### src/bls_pkg.sv
`default_nettype none
package bls_pkg;

    localparam int SCREEN_BITS = 11;
    localparam int COLOR_BITS  = 16;

    localparam logic [SCREEN_BITS-1:0] SCREEN_WIDTH_RESET  = 11'd240;
    localparam logic [SCREEN_BITS-1:0] SCREEN_HEIGHT_RESET = 11'd320;

    // configuration register indexes
    localparam logic CFG_SCREEN_WIDTH  = 1'b0;
    localparam logic CFG_SCREEN_HEIGHT = 1'b1;

    // action codes
    localparam logic ACT_LOAD = 1'b0;
    localparam logic ACT_STEP = 1'b1;

    // width of one decoded command word in the queue:
    // kind, four end point coordinates, span_x, neg_span_y, two directions,
    // initial error term and color
    function automatic int line_cmd_bits(input int coord_bits);
        return 7 * coord_bits + 6 + COLOR_BITS;
    endfunction

endpackage
`default_nettype wire

### src/bls_cmd_if.sv
`default_nettype none
interface bls_cmd_if #(
    parameter int COORD_BITS = 12
);
    logic                         valid;
    logic                         ready;
    logic                         action;
    logic signed [COORD_BITS-1:0] start_x;
    logic signed [COORD_BITS-1:0] start_y;
    logic signed [COORD_BITS-1:0] end_x;
    logic signed [COORD_BITS-1:0] end_y;
    logic [15:0]                  pixel_color;

    modport source (
        output valid, action, start_x, start_y, end_x, end_y, pixel_color,
        input  ready
    );
    modport sink (
        input  valid, action, start_x, start_y, end_x, end_y, pixel_color,
        output ready
    );
endinterface
`default_nettype wire

### src/bls_pixel_if.sv
`default_nettype none
interface bls_pixel_if #(
    parameter int COORD_BITS = 12
);
    logic                         valid;
    logic                         ready;
    logic signed [COORD_BITS-1:0] out_x;
    logic signed [COORD_BITS-1:0] out_y;
    logic [15:0]                  out_color;
    logic                         out_valid;
    logic                         on_screen;
    logic                         last_pixel;

    modport source (
        output valid, out_x, out_y, out_color, out_valid, on_screen, last_pixel,
        input  ready
    );
    modport sink (
        input  valid, out_x, out_y, out_color, out_valid, on_screen, last_pixel,
        output ready
    );
endinterface
`default_nettype wire

### src/bls_cfg_if.sv
`default_nettype none
interface bls_cfg_if;
    logic        valid;
    logic        ready;
    logic        index;
    logic [10:0] data;

    modport source (
        output valid, index, data,
        input  ready
    );
    modport sink (
        input  valid, index, data,
        output ready
    );
endinterface
`default_nettype wire

### src/bls_fifo.sv
`default_nettype none
module bls_fifo
    import bls_pkg::*;
#(
    parameter int WIDTH = 106,
    parameter int DEPTH = 2
) (
    input  wire logic             clk,
    input  wire logic             rst_n,
    input  wire logic             push,
    input  wire logic [WIDTH-1:0] push_data,
    output logic                  full,
    input  wire logic             pop,
    output logic [WIDTH-1:0]      pop_data,
    output logic                  empty
);
    localparam int PW = (DEPTH > 1) ? $clog2(DEPTH) : 1;
    localparam int CW = $clog2(DEPTH + 1);

    logic [WIDTH-1:0] mem_reg [DEPTH];
    logic [PW-1:0]    wptr_reg, wptr_next;
    logic [PW-1:0]    rptr_reg, rptr_next;
    logic [CW-1:0]    count_reg, count_next;
    logic             do_push, do_pop;

    assign full     = (count_reg == CW'(DEPTH));
    assign empty    = (count_reg == '0);
    assign do_push  = push && !full;
    assign do_pop   = pop && !empty;
    assign pop_data = mem_reg[rptr_reg];

    always_comb
    begin
        wptr_next  = wptr_reg;
        rptr_next  = rptr_reg;
        count_next = count_reg;
        if (do_push)
        begin
            wptr_next = (wptr_reg == PW'(DEPTH - 1)) ? '0 : wptr_reg + PW'(1);
        end
        if (do_pop)
        begin
            rptr_next = (rptr_reg == PW'(DEPTH - 1)) ? '0 : rptr_reg + PW'(1);
        end
        if (do_push && !do_pop)
        begin
            count_next = count_reg + CW'(1);
        end
        else if (do_pop && !do_push)
        begin
            count_next = count_reg - CW'(1);
        end
    end

    always_ff @(posedge clk or negedge rst_n)
    begin
        if (!rst_n)
        begin
            wptr_reg  <= '0;
            rptr_reg  <= '0;
            count_reg <= '0;
        end
        else
        begin
            wptr_reg  <= wptr_next;
            rptr_reg  <= rptr_next;
            count_reg <= count_next;
        end
    end

    always_ff @(posedge clk)
    begin
        if (do_push)
        begin
            mem_reg[wptr_reg] <= push_data;
        end
    end
endmodule
`default_nettype wire

### src/bls_front.sv
`default_nettype none
module bls_front
    import bls_pkg::*;
#(
    parameter int COORD_BITS = 12
) (
    bls_cmd_if.sink                                 cmd,
    output logic                                    q_push,
    output logic [line_cmd_bits(COORD_BITS)-1:0]    q_data,
    input  wire logic                               q_full
);
    localparam int N = COORD_BITS;

    typedef struct packed {
        logic                  is_load;
        logic signed [N-1:0]   x0;
        logic signed [N-1:0]   y0;
        logic signed [N-1:0]   x1;
        logic signed [N-1:0]   y1;
        logic [N-1:0]          span_x;
        logic signed [N:0]     neg_span_y;
        logic                  dir_x_neg;
        logic                  dir_y_neg;
        logic signed [N+1:0]   err;
        logic [COLOR_BITS-1:0] color;
    } line_cmd_t;

    line_cmd_t         c;
    logic signed [N:0] dx, dy;
    logic [N:0]        abs_dx, abs_dy;

    assign cmd.ready = !q_full;
    assign q_push    = cmd.valid && !q_full;

    always_comb
    begin
        dx     = (N+1)'(cmd.end_x) - (N+1)'(cmd.start_x);
        dy     = (N+1)'(cmd.end_y) - (N+1)'(cmd.start_y);
        abs_dx = dx[N] ? -dx : dx;
        abs_dy = dy[N] ? -dy : dy;

        c            = '0;
        c.is_load    = (cmd.action == ACT_LOAD);
        c.x0         = cmd.start_x;
        c.y0         = cmd.start_y;
        c.x1         = cmd.end_x;
        c.y1         = cmd.end_y;
        c.span_x     = abs_dx[N-1:0];
        c.neg_span_y = -$signed(abs_dy);
        c.dir_x_neg  = !(cmd.start_x < cmd.end_x);
        c.dir_y_neg  = !(cmd.start_y < cmd.end_y);
        c.err        = $signed({2'b00, abs_dx[N-1:0]}) + (N+2)'(c.neg_span_y);
        c.color      = cmd.pixel_color;
    end

    assign q_data = c;
endmodule
`default_nettype wire

### src/bls_back.sv
`default_nettype none
module bls_back
    import bls_pkg::*;
#(
    parameter int COORD_BITS = 12
) (
    input  wire logic                               clk,
    input  wire logic                               rst_n,
    input  wire logic [line_cmd_bits(COORD_BITS)-1:0] q_data,
    input  wire logic                               q_valid,
    output logic                                    q_pop,
    input  wire logic [SCREEN_BITS-1:0]             screen_width,
    input  wire logic [SCREEN_BITS-1:0]             screen_height,
    bls_pixel_if.source                             pixel
);
    localparam int N  = COORD_BITS;
    localparam int CW = (N > SCREEN_BITS) ? N : SCREEN_BITS;

    typedef struct packed {
        logic                  is_load;
        logic signed [N-1:0]   x0;
        logic signed [N-1:0]   y0;
        logic signed [N-1:0]   x1;
        logic signed [N-1:0]   y1;
        logic [N-1:0]          span_x;
        logic signed [N:0]     neg_span_y;
        logic                  dir_x_neg;
        logic                  dir_y_neg;
        logic signed [N+1:0]   err;
        logic [COLOR_BITS-1:0] color;
    } line_cmd_t;

    line_cmd_t c;

    logic signed [N-1:0]   cur_x_reg, cur_x_next;
    logic signed [N-1:0]   cur_y_reg, cur_y_next;
    logic signed [N-1:0]   tgt_x_reg, tgt_x_next;
    logic signed [N-1:0]   tgt_y_reg, tgt_y_next;
    logic [N-1:0]          span_x_reg, span_x_next;
    logic signed [N:0]     neg_y_reg, neg_y_next;
    logic                  dxn_reg, dxn_next;
    logic                  dyn_reg, dyn_next;
    logic signed [N+1:0]   err_reg, err_next;
    logic [COLOR_BITS-1:0] color_reg, color_next;
    logic                  active_reg, active_next;

    logic                  ov_reg, ov_next;
    logic signed [N-1:0]   ox_reg, ox_next;
    logic signed [N-1:0]   oy_reg, oy_next;
    logic [COLOR_BITS-1:0] ocolor_reg, ocolor_next;
    logic                  opix_reg, opix_next;
    logic                  oscreen_reg, oscreen_next;
    logic                  olast_reg, olast_next;

    logic                  take;
    logic signed [N+2:0]   e2;
    logic                  move_x, move_y;
    logic                  emit, last;
    logic [CW-1:0]         ux, uy;

    assign c     = q_data;
    assign take  = q_valid && (!ov_reg || pixel.ready);
    assign q_pop = take;

    always_comb
    begin
        e2     = (N+3)'(err_reg) <<< 1;
        move_x = (e2 >= (N+3)'(neg_y_reg));
        move_y = (e2 <= $signed({3'b000, span_x_reg}));
    end

    // line state update
    always_comb
    begin
        cur_x_next  = cur_x_reg;
        cur_y_next  = cur_y_reg;
        tgt_x_next  = tgt_x_reg;
        tgt_y_next  = tgt_y_reg;
        span_x_next = span_x_reg;
        neg_y_next  = neg_y_reg;
        dxn_next    = dxn_reg;
        dyn_next    = dyn_reg;
        err_next    = err_reg;
        color_next  = color_reg;
        emit        = 1'b0;
        if (take)
        begin
            if (c.is_load)
            begin
                cur_x_next  = c.x0;
                cur_y_next  = c.y0;
                tgt_x_next  = c.x1;
                tgt_y_next  = c.y1;
                span_x_next = c.span_x;
                neg_y_next  = c.neg_span_y;
                dxn_next    = c.dir_x_neg;
                dyn_next    = c.dir_y_neg;
                err_next    = c.err;
                color_next  = c.color;
                emit        = 1'b1;
            end
            else if (active_reg)
            begin
                err_next = err_reg
                         + (move_x ? (N+2)'(neg_y_reg) : '0)
                         + (move_y ? $signed({2'b00, span_x_reg}) : '0);
                if (move_x)
                begin
                    cur_x_next = cur_x_reg + (dxn_reg ? {N{1'b1}} : N'(1));
                end
                if (move_y)
                begin
                    cur_y_next = cur_y_reg + (dyn_reg ? {N{1'b1}} : N'(1));
                end
                emit = 1'b1;
            end
        end
    end

    // result formation
    always_comb
    begin
        last = (cur_x_next == tgt_x_next) && (cur_y_next == tgt_y_next);
        ux   = CW'($unsigned(cur_x_next));
        uy   = CW'($unsigned(cur_y_next));

        active_next  = active_reg;
        ov_next      = ov_reg && !pixel.ready;
        ox_next      = ox_reg;
        oy_next      = oy_reg;
        ocolor_next  = ocolor_reg;
        opix_next    = opix_reg;
        oscreen_next = oscreen_reg;
        olast_next   = olast_reg;
        if (take)
        begin
            ov_next = 1'b1;
            if (emit)
            begin
                active_next  = !last;
                ox_next      = cur_x_next;
                oy_next      = cur_y_next;
                ocolor_next  = color_next;
                opix_next    = 1'b1;
                oscreen_next = !cur_x_next[N-1] && !cur_y_next[N-1]
                             && (ux < CW'(screen_width)) && (uy < CW'(screen_height));
                olast_next   = last;
            end
            else
            begin
                // step with no line: empty result
                ox_next      = '0;
                oy_next      = '0;
                ocolor_next  = '0;
                opix_next    = 1'b0;
                oscreen_next = 1'b0;
                olast_next   = 1'b0;
            end
        end
    end

    always_ff @(posedge clk or negedge rst_n)
    begin
        if (!rst_n)
        begin
            active_reg <= 1'b0;
            ov_reg     <= 1'b0;
        end
        else
        begin
            active_reg <= active_next;
            ov_reg     <= ov_next;
        end
    end

    always_ff @(posedge clk)
    begin
        cur_x_reg   <= cur_x_next;
        cur_y_reg   <= cur_y_next;
        tgt_x_reg   <= tgt_x_next;
        tgt_y_reg   <= tgt_y_next;
        span_x_reg  <= span_x_next;
        neg_y_reg   <= neg_y_next;
        dxn_reg     <= dxn_next;
        dyn_reg     <= dyn_next;
        err_reg     <= err_next;
        color_reg   <= color_next;
        ox_reg      <= ox_next;
        oy_reg      <= oy_next;
        ocolor_reg  <= ocolor_next;
        opix_reg    <= opix_next;
        oscreen_reg <= oscreen_next;
        olast_reg   <= olast_next;
    end

    assign pixel.valid      = ov_reg;
    assign pixel.out_x      = ox_reg;
    assign pixel.out_y      = oy_reg;
    assign pixel.out_color  = ocolor_reg;
    assign pixel.out_valid  = opix_reg;
    assign pixel.on_screen  = oscreen_reg;
    assign pixel.last_pixel = olast_reg;
endmodule
`default_nettype wire

### src/bresenham_line_stepper.sv
// Each accepted item passes the command queue, then the output register.
// Throughput: one item per cycle unless pixel.ready holds the output; one
// error-term add/compare per pixel sets it.
// Reset: asynchronous, active low; empties the queue, drops any active line
// and the pending result, and restores screen size to 240 x 320.
`default_nettype none
module bresenham_line_stepper
    import bls_pkg::*;
#(
    parameter int COORD_BITS  = 12,
    parameter int QUEUE_DEPTH = 2
) (
    input  wire logic   clk,
    input  wire logic   rst_n,
    bls_cmd_if.sink     cmd,
    bls_pixel_if.source pixel,
    bls_cfg_if.sink     cfg
);
    localparam int QW = line_cmd_bits(COORD_BITS);

    logic [SCREEN_BITS-1:0] width_reg, width_next;
    logic [SCREEN_BITS-1:0] height_reg, height_next;

    logic          q_push, q_full, q_pop, q_empty;
    logic [QW-1:0] q_wdata, q_rdata;

    assign cfg.ready = 1'b1;

    always_comb
    begin
        width_next  = width_reg;
        height_next = height_reg;
        if (cfg.valid)
        begin
            case (cfg.index)
                CFG_SCREEN_WIDTH:  width_next  = cfg.data;
                CFG_SCREEN_HEIGHT: height_next = cfg.data;
                default:           width_next  = width_reg;
            endcase
        end
    end

    always_ff @(posedge clk or negedge rst_n)
    begin
        if (!rst_n)
        begin
            width_reg  <= SCREEN_WIDTH_RESET;
            height_reg <= SCREEN_HEIGHT_RESET;
        end
        else
        begin
            width_reg  <= width_next;
            height_reg <= height_next;
        end
    end

    bls_front #(
        .COORD_BITS (COORD_BITS)
    ) u_front (
        .cmd    (cmd),
        .q_push (q_push),
        .q_data (q_wdata),
        .q_full (q_full)
    );

    bls_fifo #(
        .WIDTH (QW),
        .DEPTH (QUEUE_DEPTH)
    ) u_queue (
        .clk       (clk),
        .rst_n     (rst_n),
        .push      (q_push),
        .push_data (q_wdata),
        .full      (q_full),
        .pop       (q_pop),
        .pop_data  (q_rdata),
        .empty     (q_empty)
    );

    bls_back #(
        .COORD_BITS (COORD_BITS)
    ) u_back (
        .clk           (clk),
        .rst_n         (rst_n),
        .q_data        (q_rdata),
        .q_valid       (!q_empty),
        .q_pop         (q_pop),
        .screen_width  (width_reg),
        .screen_height (height_reg),
        .pixel         (pixel)
    );
endmodule
`default_nettype wire

### src/flat_wrapper.sv
// flat-port wrapper written by rule: the top's interface ports become plain ports
module bresenham_line_stepper_flat import bls_pkg::*;
#(
    parameter int COORD_BITS  = 12,
    parameter int QUEUE_DEPTH = 2
)
  (clk, rst_n, cmd_valid, cmd_action, cmd_start_x, cmd_start_y, cmd_end_x, cmd_end_y, cmd_pixel_color, cmd_ready, pixel_valid, pixel_out_x, pixel_out_y, pixel_out_color, pixel_out_valid, pixel_on_screen, pixel_last_pixel, pixel_ready, cfg_valid, cfg_index, cfg_data, cfg_ready);
  bls_cmd_if #(.COORD_BITS(COORD_BITS)) cmd_i ();
  bls_pixel_if #(.COORD_BITS(COORD_BITS)) pixel_i ();
  bls_cfg_if cfg_i ();
  input  wire logic clk;
  input  wire logic rst_n;
  input wire logic [$bits(cmd_i.valid)-1:0] cmd_valid;
  input wire logic [$bits(cmd_i.action)-1:0] cmd_action;
  input wire logic [$bits(cmd_i.start_x)-1:0] cmd_start_x;
  input wire logic [$bits(cmd_i.start_y)-1:0] cmd_start_y;
  input wire logic [$bits(cmd_i.end_x)-1:0] cmd_end_x;
  input wire logic [$bits(cmd_i.end_y)-1:0] cmd_end_y;
  input wire logic [$bits(cmd_i.pixel_color)-1:0] cmd_pixel_color;
  output wire logic [$bits(cmd_i.ready)-1:0] cmd_ready;
  output wire logic [$bits(pixel_i.valid)-1:0] pixel_valid;
  output wire logic [$bits(pixel_i.out_x)-1:0] pixel_out_x;
  output wire logic [$bits(pixel_i.out_y)-1:0] pixel_out_y;
  output wire logic [$bits(pixel_i.out_color)-1:0] pixel_out_color;
  output wire logic [$bits(pixel_i.out_valid)-1:0] pixel_out_valid;
  output wire logic [$bits(pixel_i.on_screen)-1:0] pixel_on_screen;
  output wire logic [$bits(pixel_i.last_pixel)-1:0] pixel_last_pixel;
  input wire logic [$bits(pixel_i.ready)-1:0] pixel_ready;
  input wire logic [$bits(cfg_i.valid)-1:0] cfg_valid;
  input wire logic [$bits(cfg_i.index)-1:0] cfg_index;
  input wire logic [$bits(cfg_i.data)-1:0] cfg_data;
  output wire logic [$bits(cfg_i.ready)-1:0] cfg_ready;
  assign cmd_i.valid = cmd_valid;
  assign cmd_i.action = cmd_action;
  assign cmd_i.start_x = cmd_start_x;
  assign cmd_i.start_y = cmd_start_y;
  assign cmd_i.end_x = cmd_end_x;
  assign cmd_i.end_y = cmd_end_y;
  assign cmd_i.pixel_color = cmd_pixel_color;
  assign cmd_ready = cmd_i.ready;
  assign pixel_valid = pixel_i.valid;
  assign pixel_out_x = pixel_i.out_x;
  assign pixel_out_y = pixel_i.out_y;
  assign pixel_out_color = pixel_i.out_color;
  assign pixel_out_valid = pixel_i.out_valid;
  assign pixel_on_screen = pixel_i.on_screen;
  assign pixel_last_pixel = pixel_i.last_pixel;
  assign pixel_i.ready = pixel_ready;
  assign cfg_i.valid = cfg_valid;
  assign cfg_i.index = cfg_index;
  assign cfg_i.data = cfg_data;
  assign cfg_ready = cfg_i.ready;
  bresenham_line_stepper #(.COORD_BITS(COORD_BITS), .QUEUE_DEPTH(QUEUE_DEPTH)) u_core (.clk(clk), .rst_n(rst_n), .cmd(cmd_i), .pixel(pixel_i), .cfg(cfg_i));
endmodule
### config.mk
export PLATFORM = sky130hd
export DESIGN_NAME = bresenham_line_stepper_flat
export DESIGN_NICKNAME = d
export VERILOG_FILES = /design/src/bls_pkg.sv /design/src/bls_cmd_if.sv /design/src/bls_pixel_if.sv /design/src/bls_cfg_if.sv /design/src/bls_fifo.sv /design/src/bls_front.sv /design/src/bls_back.sv /design/src/bresenham_line_stepper.sv /design/src/flat_wrapper.sv
export SDC_FILE = /design/constraint.sdc
export NUM_CORES = 1
export LEC_CHECK = 0
export BUFFER_PORTS_ARGS = -buffer_cell sky130_fd_sc_hd__clkbuf_2
export CORE_AREA = 8 8 254 256
export DETAILED_ROUTE_END_ITERATION = 6
export DIE_AREA = 0 0 262 264
export SLEW_MARGIN = 10
export SYNTH_ARGS = -nofsm -noshare
export SYNTH_HDL_FRONTEND = slang
export SYNTH_SLANG_ARGS = --single-unit
### constraint.sdc
create_clock -name clk -period 12.49 [get_ports clk]
set_input_delay 0 -clock clk [delete_from_list [all_inputs] [get_ports clk]]
set_output_delay 0 -clock clk [all_outputs]
set_load 0.005 [all_outputs]
# == Yosys cells after proc, flatten, opt, wreduce, memory -nomap -nowiden ==
# Memories as Yosys holds them, arrays and structs flattened.
# Cells that the tools add are included.
# word_totals
register_bits,176
output_inout_bits,46
n_memories,1
mem_bits_rw,212
# mem_list
name,words,width,rd,rd_ports_with_merged_regs,wr,line,text
u_core.u_queue.mem_reg,2,106,1,0,1,bls_fifo.sv:20,logic [WIDTH-1:0] mem_reg [DEPTH];
# op_classes
reduce_logical,31
add_sub_neg,14
mux,33
magnitude_cmp,6
n_bitwise,2
eq_ne,3
# ops
op,count
two-way mux 12 bit,16
two-way mux 14 bit,3
two-way mux 16 bit,2
negator 13 bit,2
subtractor 12 x 12 -> 13 bit,2
adder 12 bit,2
equality test 12 bit,2
< comparator 12 x 11 -> 1 bit,2
< comparator 12 bit,2
greater-or-equal comparator 15 x 13 -> 1 bit,1
less-or-equal comparator 15 x 13 -> 1 bit,1
adder 13 x 13 -> 14 bit,1
adder 14 x 12 -> 14 bit,1
adder 14 bit,1
two-way mux 13 bit,1
negator 12 bit,1
logical AND 1 bit,11
logical NOT 1 bit,11
AND reduction 2 bit,5
two-way mux 1 bit,9
two-way mux 2 bit,2
nonzero test 2 bit,2
"adder 1 bit, second input constant",2
"adder 2 x 1 -> 2 bit, second input constant",1
5 further kinds,6

# == Depth between registers and ports, before layout ==
# Gate-level depths: netlist (run 1).
# depth
ltp_word,10
ltp_mapped,25
ltp_nobuf,24

# == Hierarchy ==
# From an unflattened synthesis (run 1), not the netlist that was laid out.
# unflattened
cells_unflattened,1796
hier_area_um2,21190.3
# modules_own_cells
mod,seq_area_each_um2,cells_per_inst,area_per_inst_um2,n_inst
bls_back,3853.7,944,8952.3,1
bls_fifo,6466.2,349,7960.1,1
bls_front,0.0,452,3377.0,1
bresenham_line_stepper,558.0,51,900.9,1

# == Least setup slack after synthesis (run 1) ==
# Ideal clock, no wire load.
# synth_path
path_type,register -> register
from,reg u_core.u_queue.count_reg[0]
to,"mem u_core.u_queue.mem_reg[0][0], enable pin"
arrival_time_ps,5079
period_less_slack_ps,5650
n_path_buf,0
path_slack_ps,6840
stages_incl_launch_ff,4
required_ps,11918
setup_ps,572
path_cell_list,dfrtp_1 > nand2b_1 > nand2_1 > nor2_1
# synth_via
elab_chain_len,6
# synth_lines
item,line,text
"start, declared",bls_fifo.sv:23,"logic [CW-1:0] count_reg, count_next;"
"start signal, assigned",bls_fifo.sv:67,count_reg <= count_next;
equality test 2 bit *,bls_fifo.sv:26,assign full = (count_reg == CW'(DEPTH));
logical NOT 1 bit *,--,
via cmd_ready,flat_wrapper.sv:20,output wire logic [$bits(cmd_i.ready)-1:0] cmd_ready;
logical AND 1 bit,bls_front.sv:33,assign q_push = cmd.valid && !q_full;
logical AND 1 bit *,bls_fifo.sv:28,assign do_push = push && !full;
two-way mux 1 bit *,bls_fifo.sv:73,if (do_push)
two-way mux 1 bit (not written as such) *,bls_fifo.sv:75,mem_reg[wptr_reg] <= push_data;
"end, declared",bls_fifo.sv:20,
# The timed path passes the listed nets; every way through them passes the cells marked *.

# == Worst setup path after layout (run 1) ==
# layout_path
from,in cmd_end_x[0]
to,mem u_core.u_queue.mem_reg[1][27] (data pin)
# layout_via
elab_chain_len,4
# layout_lines
item,line,text
"start, declared",flat_wrapper.sv:17,input wire logic [$bits(cmd_i.end_x)-1:0] cmd_end_x;
subtractor 12 x 12 -> 13 bit *,bls_front.sv:37,dx = (N+1)'(cmd.end_x) - (N+1)'(cmd.start_x);
negator 12 bit,bls_front.sv:39,abs_dx = dx[N] ? -dx : dx;
two-way mux 12 bit *,bls_front.sv:39,
via u_core.q_wdata[46],bresenham_line_stepper.sv:25,"logic [QW-1:0] q_wdata, q_rdata;"
adder 13 x 13 -> 14 bit *,bls_front.sv:52,"c.err = $signed({2'b00, abs_dx[N-1:0]}) + (N+2)'(c.neg_span_y);"
via u_core.q_wdata[27],bresenham_line_stepper.sv:25,
# Marked as above.

==> summary.txt, run 1 <==
Power and ir drop
  • VDD IR-drop max: approximately 140 uV
  • Seq pwr share: about a third
  • Clock power frac: around a fifth
  • Comb power frac: between 40 and 50%
  • Internal: between 4 and 5 mW
  • Switching Share: between 40% and 50%
  • Leakage: 9.972 nW
  • PD cells: between 200 and 300 nW/um^2
  • P_sw: ~3 mW

Hold path
  • HP Class: in -> async

Placement
  • DP HPWL: between 40 and 50 mm
  • Routability Congestion: between 0.9 and 1
  • Dpl cells: around 2700
  • PortBufs: between 100 and 150

Route
  • DR pass1 iterations: 6
  • DRT Wirelength: roughly 59 mm
  • Post-route ant nets: 0
  • # DRC: 0
  • Drt wl/cell: between 20 and 25 um
  • Routed length on met1: approximately 27 mm
  • DR WL met2: 26.75 mm
  • Top Metal Used: met4
  • Vias/cell: between 5 and 6
  • DR WL met3: between 3 and 4 mm
  • Via count: approximately 15000
  • Drt initial violations: 1381

Clocking
  • CTS tree: built
  • H-tree depth: 2
  • Worst-skew pair later-pin latency: about 0.61 ns
  • CTS root buf: clkbuf_16
  • Worst-path clk slew: around 0.06 ns
  • Post-CTS sizing: 0
  • Clock sink count: just under 400
  • Max Root-Sink Buffers: 3
  • CTS buffer count: 44

Synthesis
  • Ys Warns: 0
  • Post-synth net total: 2070
  • Async S/R FF share, synth: a little over 7%
  • #FFs+latches synth: ~390
  • Cells after synthesis: 1850
  • Synth Area per Inst: 11.34 sq um
  • Cell taking the most area after synthesis: edfxtp_1
  • EDFF count, synth: approximately 300
  • Sequential area share after synthesis: about half
  • Area of the mapped netlist: ~21000 sq um
  • Top cells by area, synth: edfxtp_1 42%, ha_1 7.2%, dfxtp_1 6.1%
  • Top_reg_cell synth: edfxtp_1
  • Distinct cells, synth: 96
  • Top cell type's share of synthesized area: a little over two fifths

STA
  • Worst hold slack: ~0.013 ns
  • Highest Clock Rate: ~0.18 GHz
  • Relative slew slack: between 10% and 20%
  • Final setup fails: 0
  • Max-slew violation count: 0
  • Worst slew pin tran: 1.267 ns
  • Final number of hold-violating endpoints: 0
  • Final period utilization: between 40% and 50%
  • Period minus WS final: approximately 5.7 ns
  • Skew final: 0.04878 ns
  • RSZ-0062 raised after global routing: no
  • Setup TNS: 0 ns

Floorplan
  • Total core area: 60800 sq um
  • IO Count: ~130
  • Row cnt: a little over 90
  • Die width: 262 um
  • Die ar.: approximately 69000 sq um
  • Initial core utilization: 34.49%
  • Die Span Y: 264 um

Worst setup path
  • Worst endpoint required time: 12.84 ns
  • CP endpoint kind: flip-flop
  • Crit path capture: u_core.u_queue.mem_reg[1][27]
  • Crit path from: cmd_end_x[0]
  • Worst Setup Start Kind: input port
  • Worst reg2reg startpoint: u_core.u_back.err_reg[3]
  • Setup CP Type: in -> reg
  • Worst Reg-to-Reg Cells: 20
  • Critical Path AT: 6.04 ns
  • Worst Path Max Fanout: 10
  • FF-to-FF End: u_core.u_back.err_reg[13]
  • R2r setup slk: around 7.2 ns

Finish
  • Area Growth Syn to Fin: 19.17%
  • Inserted Diodes: 0
  • Finished Layout Cells: about 2900
  • Largest register FFs: approximately 210
  • Final Net Count: 2299
  • Fraction of layout cells with a size suffix above 1: between 10% and 20%

Run
  • Max-cap viol count: 0

GRT
  • Initial antenna violation count: 1
  • First-pass GRT wire length: approximately 90 mm
  • Vias in the first global route: 15371
  • Total gr overflow: 0
  • Largest net degree at the start of global routing: between 80 and 90
  • GRT Util Overall: about 17%

Status
  • Status: finished clean
[how the worst min path moves through the flow]
| stage | from | slack, ns | to |
|---|---|---|---|
| CTS | rst_n | 0.02 | u_core.height_reg[9] |
| finish | rst_n | 0.01 | u_core.height_reg[9] |
| floorplan | rst_n | -0.30 | u_core.height_reg[0] |
| global placement | rst_n | 0.09 | u_core.height_reg[9] |
| global route | rst_n | 0.04 | u_core.height_reg[9] |
| detailed placement | rst_n | 0.1 | u_core.height_reg[9] |
[metrics by stage]
step                      utilization, %  power [mW]  area, sq um  setup slack (ns)
after floorplan                        -       4.771        20970             6.840
after global placement             36.98       5.790        22480             6.862
after detailed placement           36.98       5.864        22480             6.789
after CTS                          41.10       7.295        24990             6.878
after global routing               41.10       7.761        24990             6.175
final                              41.10       7.256        24990             6.804
[power groups by stage]
stage / clock network [mW] / registers, mW / logic [mW]
final: 1.37 / 2.29 / 3.59
after detailed placement: 0 / 2.32 / 3.54
after CTS: 1.40 / 2.29 / 3.60
after global placement: 0 / 2.30 / 3.49
after global routing: 1.45 / 2.34 / 3.97
after floorplan: 0 / 2.24 / 2.53
[final cells by class]
type	instances	area (sq um)
timing repair buffer	242	1744
tap	790	988.4
clock inverter	24	351.6
clock buffer	58	1184
sequential	388	10880
multi-input combinational	1260	9304
fill	5784	35810
inverter	143	536.8
[critical path, cell delays in order]
cell,delay (ns)
dlygate4sd3_1,0.54
clkbuf_2,0.13
inv_1,0.06
ha_1,0.16
inv_1,0.05
fa_1,0.40
a21o_1,0.18
a21oi_1,0.24
o21ai_0,0.15
a2111oi_0,0.56
nor2_1,0.16
a211o_1,0.35
xnor2_1,0.57
mux2_2,0.45
ha_1,0.27
a21o_1,0.17
a21oi_1,0.22
o21ai_0,0.12
a21oi_1,0.24
o21bai_1,0.09
a21oi_1,0.27
o21ai_0,0.20
o21a_1,0.20
nor2_1,0.15
xnor2_1,0.10
[metal layers]
layer,GRT usage [%],vias up
li1,-,7290
met1,23.34,7484
met2,26.94,477
met3,2.338,90
met4,4.959,0
met5,0,-
[timing repair]
item	CTS	global route
setup buffers	0	0
hold buffers	97	0
endpoints found under the hold margin	187	0
[logic make-up (layout without fill, tap and decap cells)]
family,Yosys count,after routing,share of synthesized area (%)
compound gates,407,407,13.14
xor+xnor,98,98,4.159
fa+ha+maj,138,138,8.878
buf+inv,202,467,3.878
flops,388,388,51.87
mux,120,120,6.038
other cells,1,1,0.01788
simple gates,496,496,12.02
[layout by cell type, fill, tap and decap left out, types with 11 or more instances in the layout]
master	count
a211oi_1	17
a21o_1	19
a21oi_1	93
a31oi_1	19
and2_1	45
and3_1	17
buf_4	19
clkbuf_1	11
clkbuf_16	44
clkbuf_2	126
dfrtp_1	21
dfxtp_1	64
dlygate4sd3_1	97
edfxtp_1	296
fa_1	18
ha_1	120
inv_1	141
mux2_2	44
mux2i_1	73
nand2_1	126
nand2b_1	24
nand3_1	34
nand4_1	18
nor2_1	118
nor2b_1	26
nor3_1	23
o211ai_1	11
o21ai_0	99
xnor2_1	73
xor2_1	24
[cell usage after synthesis (7+ instances only)]
library cell    n
buf_2          11
nand2b_1       24
nand2_1       126
dfrtp_1        22
a21o_1         19
nand3_1        34
a31oi_1        19
clkbuf_1       32
or4_1           7
ha_1          120
nor2_1        119
nor3_1         23
mux2i_1        74
fa_1           18
o31ai_1        10
xnor2_1        73
a21oi_1        93
and3_1         18
o2111ai_1       7
buf_1           9
a32oi_1        10
and4_1          7
xor2_1         24
inv_1         142
nand4_1        18
o211ai_1       11
o21a_1         10
nor2b_1        26
a211oi_1       17
and2_1         45
a211o_1         7
o21ai_0        99
o21bai_1        8
o22ai_1        10
edfxtp_1      296
mux2_2         44
or2_2           7
dfxtp_1        64
Note: power is estimated with default switching activity, not from simulation.
==> inputs of run 2 (changes only) <==
Settings changed: ABC_AREA set to 1, CORE_AREA 8 8 254 256 to 8 8 253 255, DIE_AREA 0 0 262 264 to 0 0 261 263.
Clock period 12.49 ns to 5.9 ns, I/O delays scaled along.
==> summary.txt, run 2 <==
Status
  • Status: finished clean (unchanged)

Power and ir drop
  • Comb power frac: 49.3% (was 49.5%)
  • Leakage: 11.25 nW (was 9.972 nW)
  • PD cells: 623.7 nW/um^2 (was 290.3 nW/um^2)
  • Clock power frac: 20.0% (was 18.9%)
  • Seq pwr share: 30.7% (was 31.6%)
  • VDD IR-drop max: 255.7 uV (was 141.6 uV)
  • Switching Share: 43.42% (was 41.21%)
  • P_sw: 6.707 mW (was 2.990 mW)
  • Internal: 8.739 mW (was 4.266 mW)

Hold path
  • HP Class: in -> reg (was in -> async)
  • Hold path cells: 4
  • Critical hold path startpoint: cfg_valid
  • Worst Hold End: u_core.width_reg[7]

Clocking
  • H-tree depth: 2 (unchanged)
  • CTS Hold Bufs: 81 (was 97)
  • CTS tree: built (unchanged)
  • CTS buffer count: 47 (was 44)
  • Worst-skew pair later-pin latency: 0.59 ns (was 0.61 ns)
  • CTS root buf: clkbuf_16 (unchanged)
  • Worst-path clk slew: 0.06 ns (about the same)
  • Max Root-Sink Buffers: 3 (unchanged)
  • Clock sink count: 388 (unchanged)
  • Postcts setup bufs: 0 (unchanged)
  • Post-CTS sizing: 0 (unchanged)

STA
  • Max-slew violation count: 0 (unchanged)
  • Skew final: 0.02623 ns (was 0.04878 ns)
  • Period minus WS final: about 4.8 ns
  • Highest Clock Rate: slightly above 0.2 GHz
  • RSZ-0062 raised after global routing: no (unchanged)
  • Final number of hold-violating endpoints: 0 (unchanged)
  • Worst slew pin tran: 1.063 ns (was 1.267 ns)
  • Setup TNS: 0 ns (unchanged)
  • Relative slew slack: 28.93% (was 15.27%)
  • Final period utilization: approximately four fifths
  • Final setup fails: 0 (unchanged)

GRT
  • Vias in the first global route: 15832 (was 15371)
  • Largest net degree at the start of global routing: 92 (was 85)
  • Initial antenna violation count: 4 (was 1)
  • GRT Util Overall: 16.22% (was 16.78%)
  • First-pass GRT wire length: 88.09 mm (was 90.67 mm)
  • Total gr overflow: 0 (unchanged)

Worst setup path
  • Worst Path Max Fanout: 15 (was 10)
  • CP delay by family, top: simple AND/OR/NAND/NOR gates (was compound AO/OA/AOI/OAI gates)
  • FF-to-FF End: u_core.u_back.err_reg[13] (unchanged)
  • Worst endpoint required time: 6.32 ns (was 12.84 ns)
  • Most common cell on crit path: nor2_1 (was a21oi_1)
  • Setup CP Type: reg -> reg (was in -> reg)
  • Buf/Inv on CP: 2 (was 4)
  • R2r setup slk: 1.07 ns (was 7.19 ns)
  • Critical Path AT: 5.25 ns (was 6.04 ns)
  • Worst Reg-to-Reg Cells: 25 (was 20)
  • Critical path's largest stage delay: 0.44 ns (was 0.57 ns)
  • Worst Setup Start Kind: flip-flop (was input port)
  • Worst reg2reg startpoint: u_core.u_back.err_reg[13] (was u_core.u_back.err_reg[3])
  • Crit path max-delay cell type: edfxtp_1 (was xnor2_1)
  • CP endpoint kind: flip-flop (unchanged)

Route
  • # DRC: 0 (unchanged)
  • DRT Wirelength: 56.19 mm (was 58.67 mm)
  • Drt wl/cell: 16.88 um (was 20.20 um)
  • Post-route ant nets: 0 (unchanged)
  • Vias/cell: 4.793 (was 5.281)
  • Drt initial violations: 1229 (was 1381)
  • DR pass1 iterations: 6 (unchanged)
  • Via count: 15952 (was 15341)

Synthesis
  • Multiplexer area fraction after synthesis: 0% (was 6.038%)
  • Sequential area share after synthesis: 52.38% (was 51.87%)
  • Synth Area per Inst: 9.057 sq um (was 11.34 sq um)
  • Top cells by area, synth: edfxtp_1 43%, nand2_1 11%, ha_1 7.2% (was edfxtp_1 42%, ha_1 7.2%, dfxtp_1 6.1%)
  • Distinct cells, synth: 54 (was 96)
  • Top cells by instance count after synthesis: 615 x nand2_1, 320 x inv_1, 296 x edfxtp_1 (was 296 x edfxtp_1, 142 x inv_1, 126 x nand2_1)
  • Compound-Gate Fraction of Synth Area: 6.832% (was 13.14%)
  • Adder-Cell Fraction of Synth Area: 8.964% (was 8.878%)
  • Async S/R FF share, synth: 7.216% (unchanged)
  • Largest family of logic cells by synthesized area: simple AND/OR/NAND/NOR gates (was compound AO/OA/AOI/OAI gates)
  • Most numerous cell in the Yosys netlist: nand2_1 (was edfxtp_1)
  • Ys Warns: 0 (unchanged)
  • Post-synth net total: 2513 (was 2070)
  • EDFF count, synth: 296 (unchanged)
  • Area of the mapped netlist: 20770 sq um (was 20970 sq um)
  • Cell taking the most area after synthesis: edfxtp_1 (unchanged)
  • Post-Synth Simple-Gate Area: 21.43% (was 12.02%)
  • #FFs+latches synth: 388 (unchanged)
  • Cells after synthesis: 2293 (was 1850)
  • Top_reg_cell synth: edfxtp_1 (unchanged)
  • Xor/xnor share of the synthesized area: 3.193% (was 4.159%)
  • Top cell type's share of synthesized area: 42.80% (was 42.39%)

Placement
  • PortBufs: 126 (unchanged)
  • Routability Congestion: 0.9341 (was 0.9234)
  • DP HPWL: 41.04 mm (was 43.06 mm)
  • Dpl cells: 3157 (was 2726)

Floorplan
  • Die Span Y: 263 um (was 264 um)
  • Die width: 261 um (was 262 um)
  • Total core area: 59910 sq um (was 60800 sq um)
  • Die ar.: 68640 sq um (was 69170 sq um)
  • Row cnt: 90 (was 91)
  • IO Count: 128 (unchanged)
  • Initial core utilization: 34.67% (was 34.49%)

Finish
  • Footprint of the multi-input gates: 8429 sq um (was 9304 sq um)
  • Final Net Count: 2725 (was 2299)
  • Finished Layout Cells: 3328 (was 2905)
  • Register Area: 10880 sq um (unchanged)
  • Commonest non-fill, non-tap cell in the layout: nand2_1 (was edfxtp_1)
  • Most frequent cells in the layout: 615 x nand2_1, 319 x inv_1, 296 x edfxtp_1 (was 296 x edfxtp_1, 141 x inv_1, 126 x nand2_1, 126 x clkbuf_2, 120 x ha_1)
  • Largest register FFs: 212 (unchanged)
  • Area Growth Syn to Fin: 19.24% (was 19.17%)
  • Fill cells: 5822 (was 5784)
  • Fraction of layout cells with a size suffix above 1: 11.71% (was 14.18%)

Run
  • Max-cap viol count: 0 (unchanged)
## run 2: area by class of cell
class | instances | area share, %
antenna | 2 | 0.02021
clock buffer | 54 | 4.896
clock inverter | 34 | 1.814
inverter | 324 | 4.931
multi-input combinational | 1521 | 34.04
sequential | 388 | 43.94
tap | 782 | 3.951
timing repair buffer | 223 | 6.407
## run 2: worst max path at each step
stage / from / end / slack (ns) / cells past startpoint
6_report: u_core.u_back.err_reg[13] / u_core.u_back.err_reg[13] / 1.07 / 25
5_1_grt: u_core.u_back.err_reg[13] / u_core.u_back.err_reg[13] / 0.58 / 25
4_1_cts: u_core.u_back.err_reg[13] / u_core.u_back.err_reg[13] / 1.02 / 25
3_5_place_dp: u_core.u_back.err_reg[13] / u_core.u_back.err_reg[13] / 1.11 / 25
3_3_place_gp: u_core.u_back.err_reg[13] / u_core.u_back.err_reg[13] / 1.11 / 25
2_1_floorplan: u_core.u_queue.count_reg[0] / u_core.u_queue.mem_reg[1][0] / 0.26 / 4
## run 2: power by group through the flow
stage / Sequential, mW / Combinational [mW] / Clock, mW
4_1_cts: 4.75 / 7.60 / 3.18
3_5_place_dp: 4.79 / 7.49 / 0
3_3_place_gp: 4.78 / 7.40 / 0
6_report: 4.74 / 7.61 / 3.10
2_1_floorplan: 4.69 / 5.33 / 0
5_1_grt: 4.84 / 8.64 / 3.27
## run 2: kinds of logic after synthesis
group,after synthesis
and+or+nand+nor,1049
DFF,388
other,1
AOI/OAI and AO/OA,259
buffers and inverters,384
xor gates and xnor gates,74
adders and majority gates,138
## run 2: metrics by stage
stage | instance area (sq um) | utilization, % | hold slack [ns] | setup slack, ns | total power [mW]
final | 24760 | 41.34 | 0.06536 | 1.067 | 15.45
after global routing | 24760 | 41.33 | 0.1387 | 0.5760 | 16.75
after CTS | 24760 | 41.33 | 0.02040 | 1.021 | 15.53
after detailed placement | 22290 | 37.20 | 0.1019 | 1.108 | 12.28
after global placement | 22290 | 37.20 | 0.09501 | 1.109 | 12.17
after floorplan | 20770 | - | -0.2956 | 0.2565 | 10.02
## run 2: per-layer routing
| layer | wire length [um] | GRT usage [%] |
|---|---|---|
| met5 | 0 | 0 |
| met4 | 1502 | 4.957 |
| met3 | 3023 | 2.353 |
| met2 | 25600 | 26.10 |
| met1 | 26060 | 22.41 |
## run 2: worst reg2reg max path, cell delays in order, from the launching register on
cell      delay [ns]
edfxtp_1        0.44
ha_1            0.36
nand2_1         0.08
nor2_1          0.15
nand3_1         0.08
nor2_1          0.09
nand2_1         0.07
nand2_1         0.06
nand2_1         0.06
nand2_2         0.27
inv_1           0.30
nor2_1          0.19
fa_1            0.44
ha_1            0.24
fa_1            0.41
nand3_1         0.08
and2_1          0.16
inv_1           0.06
a21oi_1         0.26
o21ai_0         0.18
a21oi_1         0.17
nor2_1          0.06
nor2_1          0.11
xnor2_1         0.13
nor2_1          0.05
a31oi_1         0.17
